==> src/hdl/jen_pkg.sv <==
// shared types, constants and codes for the joystick event normalizer
package jen_pkg;

    localparam int KEY_CODES    = 768;
    localparam int AXIS_CODES   = 64;
    localparam int BUTTON_LIMIT = 32;
    localparam int AXIS_LIMIT   = 32;

    localparam int KEY_AW  = (KEY_CODES > 1) ? $clog2(KEY_CODES) : 1;
    localparam int AXC_AW  = (AXIS_CODES > 1) ? $clog2(AXIS_CODES) : 1;
    localparam int BTN_IW  = (BUTTON_LIMIT > 1) ? $clog2(BUTTON_LIMIT) : 1;
    localparam int AXL_IW  = (AXIS_LIMIT > 1) ? $clog2(AXIS_LIMIT) : 1;

    // key map entry: valid bit over a 7-bit logical index
    localparam int KEY_MAP_W  = 8;
    // axis entry: index, maximum, minimum
    localparam int AXIS_MAP_W = 7 + 32 + 32;

    // quotient bits produced by the divider, two above the 16 we keep
    localparam int DIV_STEPS = 18;
    localparam int DIV_CW    = $clog2(DIV_STEPS);
    localparam int NUM_W     = 48;
    localparam int DEN_W     = 32;

    localparam int S_TDATA_W = 128;
    localparam int M_TDATA_W = 24;

    typedef enum logic [2:0] {
        KIND_KEY      = 3'd0,
        KIND_AXIS     = 3'd1,
        KIND_OTHER    = 3'd2,
        KIND_KEY_CAP  = 3'd3,
        KIND_AXIS_CAP = 3'd4,
        KIND_DEADZONE = 3'd5
    } kind_t;

    typedef enum logic [1:0] {
        EV_NONE   = 2'd0,
        EV_BUTTON = 2'd1,
        EV_AXIS   = 2'd2
    } ev_kind_t;

    typedef enum logic [2:0] {
        ST_CLEAR,
        ST_IDLE,
        ST_LOOKUP,
        ST_PREP,
        ST_NUM,
        ST_DIV,
        ST_FINISH,
        ST_EMIT
    } state_t;

    typedef struct packed {
        logic        done;
        logic        ovf;
        logic [15:0] quot;
        logic        rem_nz;
    } div_res_t;

endpackage

==> src/hdl/jen_div.sv <==
// restoring divider, one quotient bit per cycle, top bits flag overflow
module jen_div
    import jen_pkg::*;
(
    input  logic             aclk,
    input  logic             aresetn,
    input  logic             start,
    input  logic [NUM_W-1:0] dividend,
    input  logic [DEN_W-1:0] divisor,
    output div_res_t         res
);

    localparam int DSR_W = DEN_W + DIV_STEPS - 1;

    logic [NUM_W-1:0]     rem_reg, rem_next;
    logic [DSR_W-1:0]     dsr_reg, dsr_next;
    logic [DIV_STEPS-1:0] quot_reg, quot_next;
    logic [DIV_CW-1:0]    cnt_reg, cnt_next;
    logic                 busy_reg, busy_next;
    logic                 done_reg, done_next;
    logic                 ge;

    // trial subtract of the shifted divisor
    assign ge = {{(DSR_W - NUM_W){1'b0}}, rem_reg} >= dsr_reg;

    always_comb begin
        rem_next  = rem_reg;
        dsr_next  = dsr_reg;
        quot_next = quot_reg;
        cnt_next  = cnt_reg;
        busy_next = busy_reg;
        done_next = 1'b0;
        if (start) begin
            rem_next  = dividend;
            dsr_next  = {divisor, {(DIV_STEPS - 1){1'b0}}};
            quot_next = '0;
            cnt_next  = '0;
            busy_next = 1'b1;
        end else if (busy_reg) begin
            if (ge) begin
                rem_next = rem_reg - dsr_reg[NUM_W-1:0];
            end
            quot_next = {quot_reg[DIV_STEPS-2:0], ge};
            dsr_next  = dsr_reg >> 1;
            cnt_next  = cnt_reg + 1'b1;
            if (cnt_reg == DIV_CW'(DIV_STEPS - 1)) begin
                busy_next = 1'b0;
                done_next = 1'b1;
            end
        end
    end

    always_ff @(posedge aclk) begin
        if (!aresetn) begin
            busy_reg <= 1'b0;
            done_reg <= 1'b0;
            cnt_reg  <= '0;
        end else begin
            busy_reg <= busy_next;
            done_reg <= done_next;
            cnt_reg  <= cnt_next;
        end
        rem_reg  <= rem_next;
        dsr_reg  <= dsr_next;
        quot_reg <= quot_next;
    end

    assign res.done   = done_reg;
    assign res.ovf    = quot_reg[DIV_STEPS-1] | quot_reg[DIV_STEPS-2];
    assign res.quot   = quot_reg[15:0];
    assign res.rem_nz = |rem_reg;

endmodule
==> config.mk <==
export PLATFORM = sky130hd
export DESIGN_NAME = jen_div
export DESIGN_NICKNAME = d
export VERILOG_FILES = /design/src/hdl/jen_pkg.sv /design/src/hdl/jen_div.sv
export SDC_FILE = /design/constraint.sdc
export NUM_CORES = 1
export LEC_CHECK = 0
export BUFFER_PORTS_ARGS = -buffer_cell sky130_fd_sc_hd__buf_2
export CAP_MARGIN = 25
export CORE_MARGIN = 4
export CORE_UTILIZATION = 39
export DETAILED_ROUTE_END_ITERATION = 10
export MAX_ROUTING_LAYER = met4
export PLACE_DENSITY_LB_ADDON = 0.05
export SYNTH_ARGS = -nofsm -noshare
export SYNTH_HDL_FRONTEND = slang
export SYNTH_SLANG_ARGS = --single-unit
export TNS_END_PERCENT = 10
==> constraint.sdc <==
create_clock -name aclk -period 7 [get_ports aclk]
set_input_delay 0.35 -clock aclk [delete_from_list [all_inputs] [get_ports aclk]]
set_output_delay 0.35 -clock aclk [all_outputs]
set_load 0.02 [all_outputs]
### After elaboration in Yosys (flattened, before gate mapping)

Index checks and enable logic that the tools add are counted.

| storage, ports and cells | value |
|---|---|
| bits in registers | 122 |

| operators by class | value |
|---|---|
| equality and inequality tests | 1 |
| reductions and logical operators | 6 |
| multiplexer cells | 9 |
| bitwise operators | 3 |
| add/sub/neg operators | 2 |
| $lt $le $gt $ge | 1 |

Operator list:

| kind | count |
|---|---|
| 2-to-1 mux 48 bit | 3 |
| 2-to-1 mux 49 bit | 2 |
| >= comparator 48 x 49 -> 1 bit | 1 |
| OR reduction 48 bit | 1 |
| subtractor 48 bit | 1 |
| adder 5 x 1 -> 5 bit (second input constant) | 1 |
| equality test 5 bit (second input constant) | 1 |
| 2-to-1 mux 1 bit | 4 |
| nonzero test 2 bit | 2 |
| OR reduction 3 bit | 1 |
| NOT 1 bit | 2 |
| AND reduction 2 bit | 1 |
| OR reduction 2 bit | 1 |
| OR 1 bit | 1 |

### Depth between registers and ports, before layout

| depth | value |
|---|---|
| depth after elaboration | 4 |
| gate-level depth with buffers | 12 |
| gate-level depth less buffers | 12 |

### Least setup slack after synthesis

Ideal clock, no wire load.

| path | value |
|---|---|
| path kind | register to register |
| from | register rem_reg[1] |
| to | register rem_reg[0], enable pin |
| slack | 3.238 ns |
| library setup time | 0.584 ns |
| arrival | 3.178 ns |
| cell stages (with the launch flop) | 10 |
| cell sequence | edfxtp_1 > ha_1 > nor2b_4 > o31a_1 > o31a_1 > o31a_1 > o311ai_4 > a211oi_1 > o21ai_0 > nand2_1 |

| on the way | value |
|---|---|
| word-level cells in the longest chain between the ends | 3 |

RTL lines:

| element | RTL line | text |
|---|---|---|
| start, declared | jen_div.sv:15 | `logic [NUM_W-1:0] rem_reg, rem_next;` |
| start signal, assigned | jen_div.sv:63 | `rem_reg <= rem_next;` |
| >= comparator 48 x 49 -> 1 bit | jen_div.sv:24 | `assign ge = {{(DSR_W - NUM_W){1'b0}}, rem_reg} >= dsr_reg;` |
| nonzero test 2 bit (no line) | - |  |
| AND reduction 2 bit (no line) | - |  |

Every way passes these cells.
A chain may end at the register's enable or synchronous reset.

### Worst setup path after layout

| path | value |
|---|---|
| from | register rem_reg[10] |
| to | register rem_reg[29], enable pin |

Same word-level chain as after synthesis.

==> run_results.csv <==
group,metric,value,unit
pwr,leakage,3.79,nW
drt,ant_nets,0,
worst_setup_path,r2r_cells,10,
yosys,async_reset_ff_frac,0,
run_status,status,"complete, no violations",
floorplan,die_w,153,um
floorplan,initial_core_util,0.401,
worst_setup_path,cp-end-kind,"flip-flop",
timing,worstMarginPinSlew,0.830,ns
yosys,netlist_area,8190,um^2
timing,clock_skew,0.00951,ns
hold_path,hold_class,"in -> reg",
timing,holdWs,0.156,ns
yosys,synth.distinct_cells,68,
yosys,synthFlopType,"edfxtp_1",
worst_setup_path,critPathKind,"reg -> reg",
cts,postCtsHoldBufs,0,
drt,wl_per_cell,17.2,um
cts,cts_setup_buffers,0,
global_route,gr-total-overflow,0,
timing,fin_tns_setup,0,ns
worst_setup_path,setup.worst_path.start,"rem_reg[10]",
drt,routed_via_density,5.36,
worst_setup_path,startpoint_type,"flip-flop",
drt,vias,6745,
placement,gp_congestion,0.882,
yosys,syn-num-nets,1050,
timing,slew_headroom,0.446,
worst_setup_path,required,7.06,ns
yosys,synth_enable_flop_cells,80,
yosys,syn_inst,916,
pwr,power,0.00289,W
hold_path,holdCritStartpoint,"aresetn",
placement,hpwlAfterDp,16.2,mm
cts,ctsResizeCount,0,
global_route,grt_max_degree,70,
timing,hold_viol_final,0,
floorplan,placementRows,52,
timing,period_share,0.539,
cts,clkTransAtPathRegs,0.06,ns
cts,clock_sinks,122,
cts,insertion_delay,0.42,ns
global_route,grtUsageTotal,0.189,
pwr,power.density,309,nW/um^2
global_route,grt_pass1_vias,6768,
finish,nFillCells,2035,
finish,drive_above_1_share,0.163,
drt,dr.pass1.iters,5,
finish,mostFrequentLayoutCells,"nand2_1 (122), buf_2 (100), edfxtp_1 (80), nor2_1 (75), o21ai_0 (64)",
finish,antenna_cells,0,
floorplan,io_pins,102,
finish,largest_reg_flops,49,
yosys,ys_seq_area_frac,0.396,
yosys,yosys_warnings,0,
timing,report.final.slew_viol_count,0,
worst_setup_path,ff2ff_setup_slack,3.22,ns
floorplan,core_region_area,20400,um^2
floorplan,die_h,153,um
drt,drc,0,
timing,max_freq,265,MHz
timing,setup_viol,0,
worst_setup_path,worstPathMaxFanout,39,
finish,fin_nets,1109,
placement,portBuffers,101,
worst_setup_path,reg2reg_to,"rem_reg[29]",
worst_setup_path,worstPathArrival,3.83,ns
finish,final_core_util,0.458,
finish,syn2layout_area_growth,14.2,%
finish,layout_commonest_cell,"nand2_1",
timing,min_period,3.78,ns
worst_setup_path,crit_path_end,"rem_reg[29]",
global_route,antenna_found_initial,0,
cts,clockBufferDepth,2,
cts,htreeDepth,4,
drt,drt_iter0_markers,391,
yosys,avgSynthCellArea,8.94,um^2
pwr,vdd_drop_max,143,uV
drt,routed_wl,21.7,mm
yosys,synth_seq_cells,122,
timing,rsz0062_at_grt,"false",
cts,cts_tree,"built",
cts,cts-root-buf,"clkbuf_16",
global_route,grt_pass1_wl,35.1,mm
job,drv_cap,0,
cts,cts_made_buffers,17,
floorplan,die_area,23400,um^2
worst_setup_path,crit-reg2reg-launch,"rem_reg[10]",
-- layout make-up --
type / instances / area, um^2 / share of cell area
Multi-Input combinational cell: 666 / 4370 / 0.467
Timing Repair Buffer: 106 / 549 / 0.0587
Clock buffer: 21 / 526 / 0.0562
Clock inverter: 11 / 95.1 / 0.0102
Sequential cell: 122 / 3240 / 0.347
Inverter: 62 / 233 / 0.0249
Tap cell: 270 / 338 / 0.0361
-- critical path: stages, from the launching register on --
cell and delay (ns):
edfxtp_1 0.42, ha_1 0.47, a21oi_1 0.20, o211ai_1 0.37, nor4b_1 0.28, o31a_1 0.27, o311ai_4 0.13, a211oi_1 0.25
o21ai_0 0.15, nand2_2 0.28, buf_4 0.57
-- layer usage --
layer	track usage	wire, um	vias to the layer above
met5	-	0	-
met4	0.0509	305	0
met3	0.0370	726	23
met2	0.303	10100	118
met1	0.247	10500	3180
li1	-	-	3424
-- report_power, final --
| part | switching (W) | leakage, nW | internal [W] | total, W |
|---|---|---|---|---|
| clock network | 0.000360 | 0.307 | 0.000547 | 0.000907 |
| registers | 0.0000518 | 1.15 | 0.000887 | 0.000939 |
| logic | 0.000642 | 2.32 | 0.000402 | 0.00104 |
-- cell families after synthesis --
kind of cell             count (synthesis)  synth area share
AND/OR/NAND/NOR                        295             0.167
AO/OA/AOI/OAI                          243             0.198
buffers and inverters                  128            0.0713
XOR/XNOR                                39            0.0417
flip-flops                             122             0.396
adder cells (fa/ha/maj)                 51            0.0788
multiplexers                            38            0.0467
-- through the flow --
stage	instance area (um^2)	std cells	setup WS [ns]
floorplan	8190	916	3.24
global placement	8730	1226	3.29
detailed placement	8730	1226	3.22
CTS	9350	1258	3.19
global route	9350	1258	2.90
finish	9350	1258	3.22
-- worst min-delay path by stage --
stage / end / slack (ns) / cells after the start
after floorplan: quot_reg[17] / 0.45 / 2
after global placement: quot_reg[17] / 0.47 / 2
after detailed placement: quot_reg[17] / 0.48 / 2
after CTS: busy_reg / 0.14 / 2
after global routing: busy_reg / 0.18 / 2
final: busy_reg / 0.16 / 2
-- cells in the mapped netlist (all sizes together) (11+ instances only) --
cell / count / share of area
inv: 62 / 0.028
nor2: 75 / 0.034
edfxtp: 80 / 0.29
buf: 37 / 0.030
a21o: 12 / 0.011
ha: 50 / 0.076
nand3: 12 / 0.0073
xor2: 22 / 0.024
mux2i: 36 / 0.044
a22o: 11 / 0.012
xnor2: 17 / 0.018
a21oi: 55 / 0.034
nor3: 12 / 0.0073
nor4: 16 / 0.012
o21a: 15 / 0.014
dfxtp: 42 / 0.10
clkbuf: 29 / 0.013
nand2: 123 / 0.056
o31ai: 28 / 0.028
nand4: 18 / 0.014
o21ai: 66 / 0.041
Note: power is estimated with default switching activity, not from simulation.
