===== src/hdl/jen_ram.sv =====
// generic single-write, single-read memory with registered read data
module jen_ram #(
    parameter int WIDTH = 8,
    parameter int DEPTH = 64
) (
    input  logic                     aclk,
    input  logic                     we,
    input  logic [$clog2(DEPTH)-1:0] waddr,
    input  logic [WIDTH-1:0]         wdata,
    input  logic                     re,
    input  logic [$clog2(DEPTH)-1:0] raddr,
    output logic [WIDTH-1:0]         rdata
);

    logic [WIDTH-1:0] mem [DEPTH];
    logic [WIDTH-1:0] rdata_reg;

    always_ff @(posedge aclk) begin
        if (we) begin
            mem[waddr] <= wdata;
        end
        if (re) begin
            rdata_reg <= mem[raddr];
        end
    end

    assign rdata = rdata_reg;

endmodule


===== config.mk =====
export PLATFORM = sky130hd
export DESIGN_NAME = jen_ram
export DESIGN_NICKNAME = d
export VERILOG_FILES = /design/src/hdl/jen_ram.sv
export SDC_FILE = /design/constraint.sdc
export NUM_CORES = 1
export LEC_CHECK = 0
export ABC_CLOCK_PERIOD_IN_PS = 2900
export BUFFER_PORTS_ARGS = -buffer_cell sky130_fd_sc_hd__buf_2
export CORE_MARGIN = 4
export CORE_UTILIZATION = 49
export CTS_BUF_LIST = sky130_fd_sc_hd__clkbuf_8
export CTS_CLUSTER_DIAMETER = 50
export CTS_CLUSTER_SIZE = 10
export DETAILED_ROUTE_END_ITERATION = 8
export PLACE_DENSITY = 0.7
export SYNTH_ARGS = -nofsm -noshare
export SYNTH_HDL_FRONTEND = slang
export SYNTH_SLANG_ARGS = --single-unit

===== constraint.sdc =====
create_clock -name aclk -period 2.9 [get_ports aclk]
set_input_delay 0.145 -clock aclk [delete_from_list [all_inputs] [get_ports aclk]]
set_output_delay 0.145 -clock aclk [all_outputs]
set_load 0.03 [all_outputs]

Word-level counts from Yosys, hierarchy flattened
Memories as Yosys holds them, arrays and structs flattened. A register that Yosys moved wholly into a read port is not among the register bits. Cells that the tools add are included. Widths: inputs -> output; s select.

Memory bits (writable): 512. Bits in registers: 0. ROM bits: 0. Latch bits: 0. Input port bits: 23. Word-level logic and storage cells: 3. Memories kept: 1.

Shift operators: 0. Bitwise operators: 0. Multiply operators: 0. Divide/modulo/power cells: 0. $add $sub $neg: 0. Eq/ne operators: 0. Magnitude comparators: 0. Reductions and logical operators: 0. Multiplexer cells: 2.

Memories: mem (depth 64, width 8, rd ports 1, clocked after Yosys merged registers in 1, wr ports 1, line 15) `logic [WIDTH-1:0] mem [DEPTH];`.

Operators by type and width (count): $mux 1 (2).

Depth between registers and ports, before layout
Gate-level depths: netlist (run 1).

Depth in word-level cells: 2. Mapped depth: 9. Gate-level depth less buffers: 5.

Least setup slack after synthesis (run 1)
No wires, ideal clock.

Kind: input-to-reg. Start point: in raddr[1]. End point: reg rdata_reg[3], in the netlist rdata[3], read port of mem, data pin. Slack: 0.949 ns. Data arrival time: 1.685 ns. Buffers on the path: 3. Library setup time: 0.266 ns. Stages on the path: 7. Path through: buf_4 > buf_2 > buf_2 > mux4_2 > mux4_2 > o21ai_1 > o41ai_1.

RTL lines: start: declaration (line 11) `input logic [$clog2(DEPTH)-1:0] raddr,`; end: declaration (line 16) `logic [WIDTH-1:0] rdata_reg;`.

==> results of run 1 <==
-- power by group through the flow --
stage	sequential [W]	clock, W	combinational, W
6_report	0.00835	0.00411	0.000795
5_1_grt	0.00835	0.00452	0.000848
4_1_cts	0.00835	0.00422	0.000803
3_5_place_dp	0.00852	0	0.000795
3_3_place_gp	0.00852	0	0.000782
2_1_floorplan	0.00853	0	0.000444
-- worst max-delay path, cell delays in order (launching register included) --
cell and delay [ps]:
edfxtp_1 370, mux4_2 450, nor2b_1 180, a2111oi_0 670
buf_4 230, o41ai_1 60
-- how the worst max path moves through the flow --
stage	slack [ps]	endpoint	from
floorplan	950	rdata[3]	raddr[1]
global placement	220	rdata[3]	raddr[0]
detailed placement	210	rdata[3]	raddr[0]
CTS	710	rdata[3]	mem[1][3]
global route	560	rdata[3]	mem[1][3]
finish	690	rdata[3]	mem[1][3]
-- cells by family (layout without fill, tap and decap cells) --
group	count (synthesis)	count (layout)	synth area share
compound gates	54	54	0.0206
mux	162	162	0.159
buf+inv	51	185	0.0156
simple gates	153	153	0.0337
flops	520	520	0.771
-- routing by layer --
layer	global-route usage	up-vias	routed length (um)
li1	-	4151	-
met1	0.291	5140	18000
met2	0.310	468	21000
met3	0.0405	74	3770
met4	0.0592	0	1060
met5	0	-	0
-- layout make-up --
| cell class | count | area (um^2) |
|---|---|---|
| clock buffer | 58 | 798 |
| fill | 3045 | 18500 |
| sequential | 520 | 15600 |
| timing repair buffer | 121 | 922 |
| clock inverter | 6 | 40.0 |
| tap | 532 | 666 |
| multi-input combinational | 369 | 4320 |
-- placed cells by master (no fill, tap or decap), types with 3 or more instances in the layout --
cell	instances
mux4_2	126
mux2i_1	23
nand2b_1	7
buf_12	5
edfxtp_1	520
nor3_1	7
nor2b_1	14
buf_2	27
o2111ai_1	3
a211oi_1	4
o221ai_1	8
a22oi_1	3
nand2_1	19
nand3b_1	3
nor2_1	83
clkbuf_8	59
nand3_1	13
a221oi_1	6
a21oi_1	3
mux2_2	13
o22ai_1	8
buf_4	83
dlygate4sd3_1	5
o2bb2ai_1	3
-- per-stage QoR --
step / total power, W / setup slack [ps] / hold WS, ps / cell area [um^2] / cells
floorplan: 0.00897 / 949 / 244 / 20200 / 940
global placement: 0.00930 / 225 / 521 / 21500 / 1537
detailed placement: 0.00931 / 212 / 524 / 21500 / 1537
CTS: 0.0134 / 709 / 0.0477 / 22400 / 1606
global route: 0.0137 / 559 / 36.4 / 22400 / 1606
finish: 0.0133 / 692 / 53.1 / 22400 / 1606
-- what timing repair did --
| item | 4_1_cts | 5_1_grt |
|---|---|---|
| endpoints found under the setup margin | 0 | 0 |
| gates resized for setup | 0 | 0 |
| hold buffers | 5 | 0 |
| endpoints found under the hold margin | 43 | 0 |
==> metrics, run 1 <==
outcome complete, no violations; vias in the first global route 10,088; worst r2r src mem[1][3]; I/O Buffers 30; RSZ-0062 raised after global routing no; Total GRT Usage 0.199; row cnt 74; Core ar. around 41,000 um^2; Synth async-reset ratio 0; Max Cap Viol 0; count leader, synth edfxtp_1; clock latency on the worst-skew pair roughly 640 ps; nets 1,093; Starting Density 0.496; crit end category register; Routed WL per cell between 20 and 30 um; Worst-path clk slew 70 ps; # setup viols final 0; Synth Net Count 963; setup TNS 0 ps; ANT cells 0; Die W 211 um; Die ar. roughly 45,000 um^2; drt first pass iters 5; kind of critical path reg -> reg; routed wire length 43,800 um; Post-synth top cells edfxtp_1, mux4_2, nor2_1; achievable frequency 453 MHz; Required @ worst endpoint ~3300 ps; max reg flops 512; GRT Residual Overflow 0; Worst Hold Depth 2; global-route wire length before repair 65,400 um; P_leak 7.01 nW; switching part of the total 0.214; vias post-DR 9,833; Psw between 0.002 and 0.003 W; share of cells above drive strength 1 0.297; FF-to-FF setup slack 690 ps; number of synthesized flops with an enable pin 520; Synth cell types 39; io pins 31; post-synth top area share 0.771; Int Pwr 0.0104 W; CTS Buf Count 58; Hold Path Origin waddr[2]; dominant cells by area after synthesis edfxtp_1, mux4_2, nor2_1; largest net degree at the start of global routing 65; #FFs+latches synth 520; synthesized cell area slightly above 20,000 um^2; CP Max Fanout 1; antenna violations before repair 1; number of remaining DRC errors 0; largest area contributor in the netlist edfxtp_1; Max Clock Skew 13.5 ps; Final Util 0.548; part of the power in the clock network 0.310; Startpoint Class register; register area share after synthesis 0.771; combinational share of power 0.060; share of power burned in registers 0.630; CTS root buf clkbuf_8; CTS tree yes; Synth Area per Inst 21.5 um^2; post-CTS setup buffer count 0; H-tree depth 2; Final period util 0.761; Period minus WS final 2210 ps; slew margin rel. 0.148; placer congestion estimate 0.860; synthesis-to-layout area growth 10.4%; Pwr per Cell Area 593 nW/um^2; crit path DAT 2590 ps; Hold Path Class in -> reg; worst hold endpoint mem[49][2]; Slew @ Worst Pin 1280 ps; maximum VDD drop 0.348 mV; Worst R2R Path Depth 5; Slew Limit Fails 0; Routed Antenna Nets 0; clk sink count 520; initial DRC count 1,015; Synthesis Warnings 0; DP HPWL ~28,000 um; reg2reg end rdata[3]; Via density between 6 and 7; Synth Flop Type edfxtp_1; Final Hold Vio Count 0; cells after synthesis 940; Die Y 211 um; Longest Clk Path Bufs 3
Power figures use the tool's default switching activity.
==> run 2, diff against run 1 <==
ABC_CLOCK_PERIOD_IN_PS = 2180   (was 2900)
clock period = 2.18 ns   (was 2.9 ns; I/O delays follow)
==> metrics, run 2 (synthesis results as in run 1) <==
initial DRC count 1,084; maximum VDD drop 0.560 mV; I/O Buffers 30; row cnt 74; io pins 31; Routed Antenna Nets 0; largest net degree at the start of global routing 65; Starting Density 0.496; placer congestion estimate 0.838; antenna violations before repair 0; slew margin rel. 0.394; RSZ-0062 raised after global routing no; Hold Path Class in -> reg; CTS root buf clkbuf_8; Die Y 211 um; share of cells above drive strength 1 0.341; Longest Clk Path Bufs 3; Slew Limit Fails 0; Startpoint Class register; worst setup margin 76.0 ps; vias in the first global route 10,606; nets between 1,000 and 1,500; reg2reg end rdata[4]; pre-CTS setup slack -220 ps; ANT cells 0; Worst Hold Depth 1; most frequent cells in the layout edfxtp_1, buf_4, mux4_2, nor2_1, clkbuf_8; Worst R2R Path Depth 6; Max Clock Skew 39.7 ps; achievable frequency 475 MHz; Max Cap Viol 0; Required @ worst endpoint roughly 2600 ps; FF-to-FF setup slack 80 ps; Die W 211 um; GRT Residual Overflow 0; Slew @ Worst Pin a little over 900 ps; post-CTS setup buffer count 0; Routed WL per cell 27.0 um; P_leak ~7.5 nW; Pwr per Cell Area 781 nW/um^2; crit end category register; crit path DAT 2500 ps; worst r2r src mem[29][4]; clk sink count 520; Final Util 0.566; Hold Path Origin wdata[6]; H-tree depth 2; Final period util 0.965; Period minus WS final approximately 2100 ps; routed wire length about 45,000 um; Via density 6.03; outcome complete, no violations; CTS tree yes; Worst-path clk slew around 70 ps; worst hold endpoint mem[32][6]; Core ar. ~40,000 um^2; Die ar. 44,600 um^2; DP HPWL 29,800 um; synthesis-to-layout area growth 14.1%; kind of critical path reg -> reg; vias post-DR 10,135; setup TNS 0 ps; global-route wire length before repair 68,300 um; CP Max Fanout 1; # setup viols final 0; max reg flops 512; drt first pass iters 5; total power 0.0181 W; Total GRT Usage 0.209; WHS between 90 and 100 ps; CTS Buf Count 59; clock latency on the worst-skew pair 660 ps; most common cell after layout, fill and taps aside edfxtp_1; number of remaining DRC errors 0; Final Hold Vio Count 0
[run 2: cell count changes in the layout (fill, tap and decap cells not counted), sizes merged]
cell | before | now
buf | 115 | 184
inv | 1 | 6
clkinv | 3 | 0
clkbuf | 59 | 61
bufinv | 0 | 1
dlygate4sd3 | 5 | 6
[run 2: stage by stage]
| stage | instance area [um^2] | cells |
|---|---|---|
| 2_1_floorplan | 20200 | 940 |
| 3_3_place_gp | 22100 | 1606 |
| 3_5_place_dp | 22100 | 1606 |
| 4_1_cts | 23100 | 1681 |
| 5_1_grt | 23100 | 1681 |
| 6_report | 23100 | 1681 |
[run 2: how the worst max path moves through the flow]
stage          slack, ps  endpoint       start  cells after the start
6_report              80  rdata[4]  mem[29][4]                      6
5_1_grt               30  rdata[4]  mem[29][4]                      6
4_1_cts               50  rdata[4]  mem[21][4]                      6
3_5_place_dp        -220  rdata[4]    raddr[0]                      8
3_3_place_gp        -120  rdata[3]    raddr[0]                      8
2_1_floorplan        260  rdata[3]    raddr[1]                      7
[run 2: cell type report]
| class | count | area, um^2 |
|---|---|---|
| Fill cell | 2959 | 17700 |
| Sequential cell | 520 | 15600 |
| Multi-Input combinational cell | 369 | 4330 |
| Timing Repair Buffer | 191 | 1590 |
| Clock buffer | 60 | 826 |
| Tap cell | 532 | 666 |
| Clock inverter | 9 | 77.6 |
[run 2: routing by layer]
metal,global-route usage,part of all wire
met3,0.0483,0.094
met4,0.0689,0.028
met2,0.326,0.48
met1,0.298,0.40
met5,0,0
[run 2: critical path, cell delays in order, from the launching register on]
cell and delay, ps:
edfxtp_1 370, mux4_2 470, mux2_2 270, o221a_2 300, nor3_4 230, buf_4 140, o32ai_1 70
[run 2: report_power, final]
group	switching, W	internal [W]	total (W)
logic	0.000690	0.000501	0.00119
clock network	0.00317	0.00259	0.00575
registers	0.0000264	0.0111	0.0111
[run 2: what timing repair did]
item,CTS,global route
endpoints found under the hold margin,63,0
hold buffers,6,0
endpoints found under the setup margin,1,1
resized for setup,1,1
==> run 3, diff against run 2 <==
BUFFER_PORTS_ARGS = -buffer_cell sky130_fd_sc_hd__clkbuf_2   (was -buffer_cell sky130_fd_sc_hd__buf_2)
==> metrics, run 3 (synthesis results as in run 1) <==
outcome complete, no violations; nets 1,153; Slew @ Worst Pin 882 ps; clk sink count 520; io pins 31; Total GRT Usage 0.203; Core ar. 40,800 um^2; RSZ-0062 raised after global routing no; DP HPWL 28,800 um; Period minus WS final 2110 ps; total power about 0.018 W; # setup viols final 0; Via density 6.05; Required @ worst endpoint 2560 ps; share of cells above drive strength 1 0.338; worst r2r src mem[25][6]; Routed WL per cell 26.4 um; clock latency on the worst-skew pair 650 ps; crit path DAT roughly 2500 ps; Hold Path Origin raddr[5]; combinational share of power 0.063; drt first pass iters 5; initial DRC count 1,021; number of remaining DRC errors 0; switching part of the total 0.212; Hold Path Class in -> reg; achievable frequency around 470 MHz; Longest Clk Path Bufs 3; Max Clock Skew about 16 ps; Pwr per Cell Area 784 nW/um^2; CTS tree yes; setup TNS 0 ps; largest net degree at the start of global routing 65; Worst-path clk slew 80 ps; Die Y about 210 um; Die ar. about 45,000 um^2; most frequent cells in the layout edfxtp_1, buf_4, mux4_2, nor2_1, clkbuf_8; routed wire length 44,100 um; share of power burned in registers 0.618; H-tree depth 2; vias in the first global route 10,393; Slew Limit Fails 0; row cnt 74; Starting Density 0.496; Int Pwr approximately 0.014 W; most common cell after layout, fill and taps aside edfxtp_1; max reg flops 512; slew margin rel. 0.412; crit path from mem[25][6]; antenna violations before repair 0; global-route wire length before repair 66,500 um; synthesis-to-layout area growth 13.2%; CTS root buf clkbuf_8; Die W roughly 210 um; part of the power in the clock network 0.319; CTS Buf Count 60; maximum VDD drop approximately 0.52 mV; area post-placement 22,000 um^2; post-route design area 22,900 um^2; kind of critical path reg -> reg; Max Cap Viol 0; post-CTS setup buffer count 0; Final Hold Vio Count 0; Final period util 0.968; placer congestion estimate 0.823; Routed Antenna Nets 0; Startpoint Class register; ANT cells 0; GRT Residual Overflow 0; vias post-DR 10,100; P_leak between 7 and 8 nW; crit end category register; CP Max Fanout 1; I/O Buffers 30; Psw 0.00381 W
## run 3: worst paths after layout
kind / endpoint / slack (ps) / cells after the start
min: rdata[1] / 60 / 3
max reg2reg: rdata[6] / 70 / 5
min reg2reg: rdata[4] / 930 / 3
max: rdata[6] / 70 / 5
## run 3: repair_timing
action,CTS,global route
hold buffers,2,0
resized for setup,0,0
hold endpoints to repair,14,0
## run 3: area by class of cell
class	count	area, um^2
multi-input cells	369	4320
well taps	532	666
repair buffers	179	1430
clock inverters	8	68.8
flip-flops and latches	520	15600
clock buffers	61	840
fillers	2946	17900
## run 3: layer usage
metal	track usage	wire, um	part of all wire
met4	0.0570	1180	0.027
met2	0.317	21100	0.48
met1	0.296	18300	0.41
met3	0.0456	3550	0.081
met5	0	0	0
## run 3: critical path, cell delays in order, from the launching register on
cell and delay, ps:
edfxtp_1 370, mux4_2 460, mux2_2 290, o221a_2 280, nor3_1 310, o32ai_1 140
## run 3: power by group through the flow
stage	sequential, W	clock [W]	combinational [W]
after floorplan	0.0113	0	0.000590
after global placement	0.0113	0	0.00111
after detailed placement	0.0113	0	0.00114
after CTS	0.0111	0.00588	0.00114
after global routing	0.0111	0.00631	0.00121
final	0.0111	0.00574	0.00113
## run 3: per-stage QoR
stage / hold slack, ps / setup slack (ps) / utilization / std cells
after global placement: 491 / -65.5 / 0.539 / 1598
after detailed placement: 512 / -120 / 0.539 / 1598
after global routing: 54.2 / 36.8 / 0.562 / 1669
after CTS: 24.5 / 75.4 / 0.562 / 1669
after floorplan: 208 / 265 / - / 940
final: 62.7 / 69.9 / 0.562 / 1669
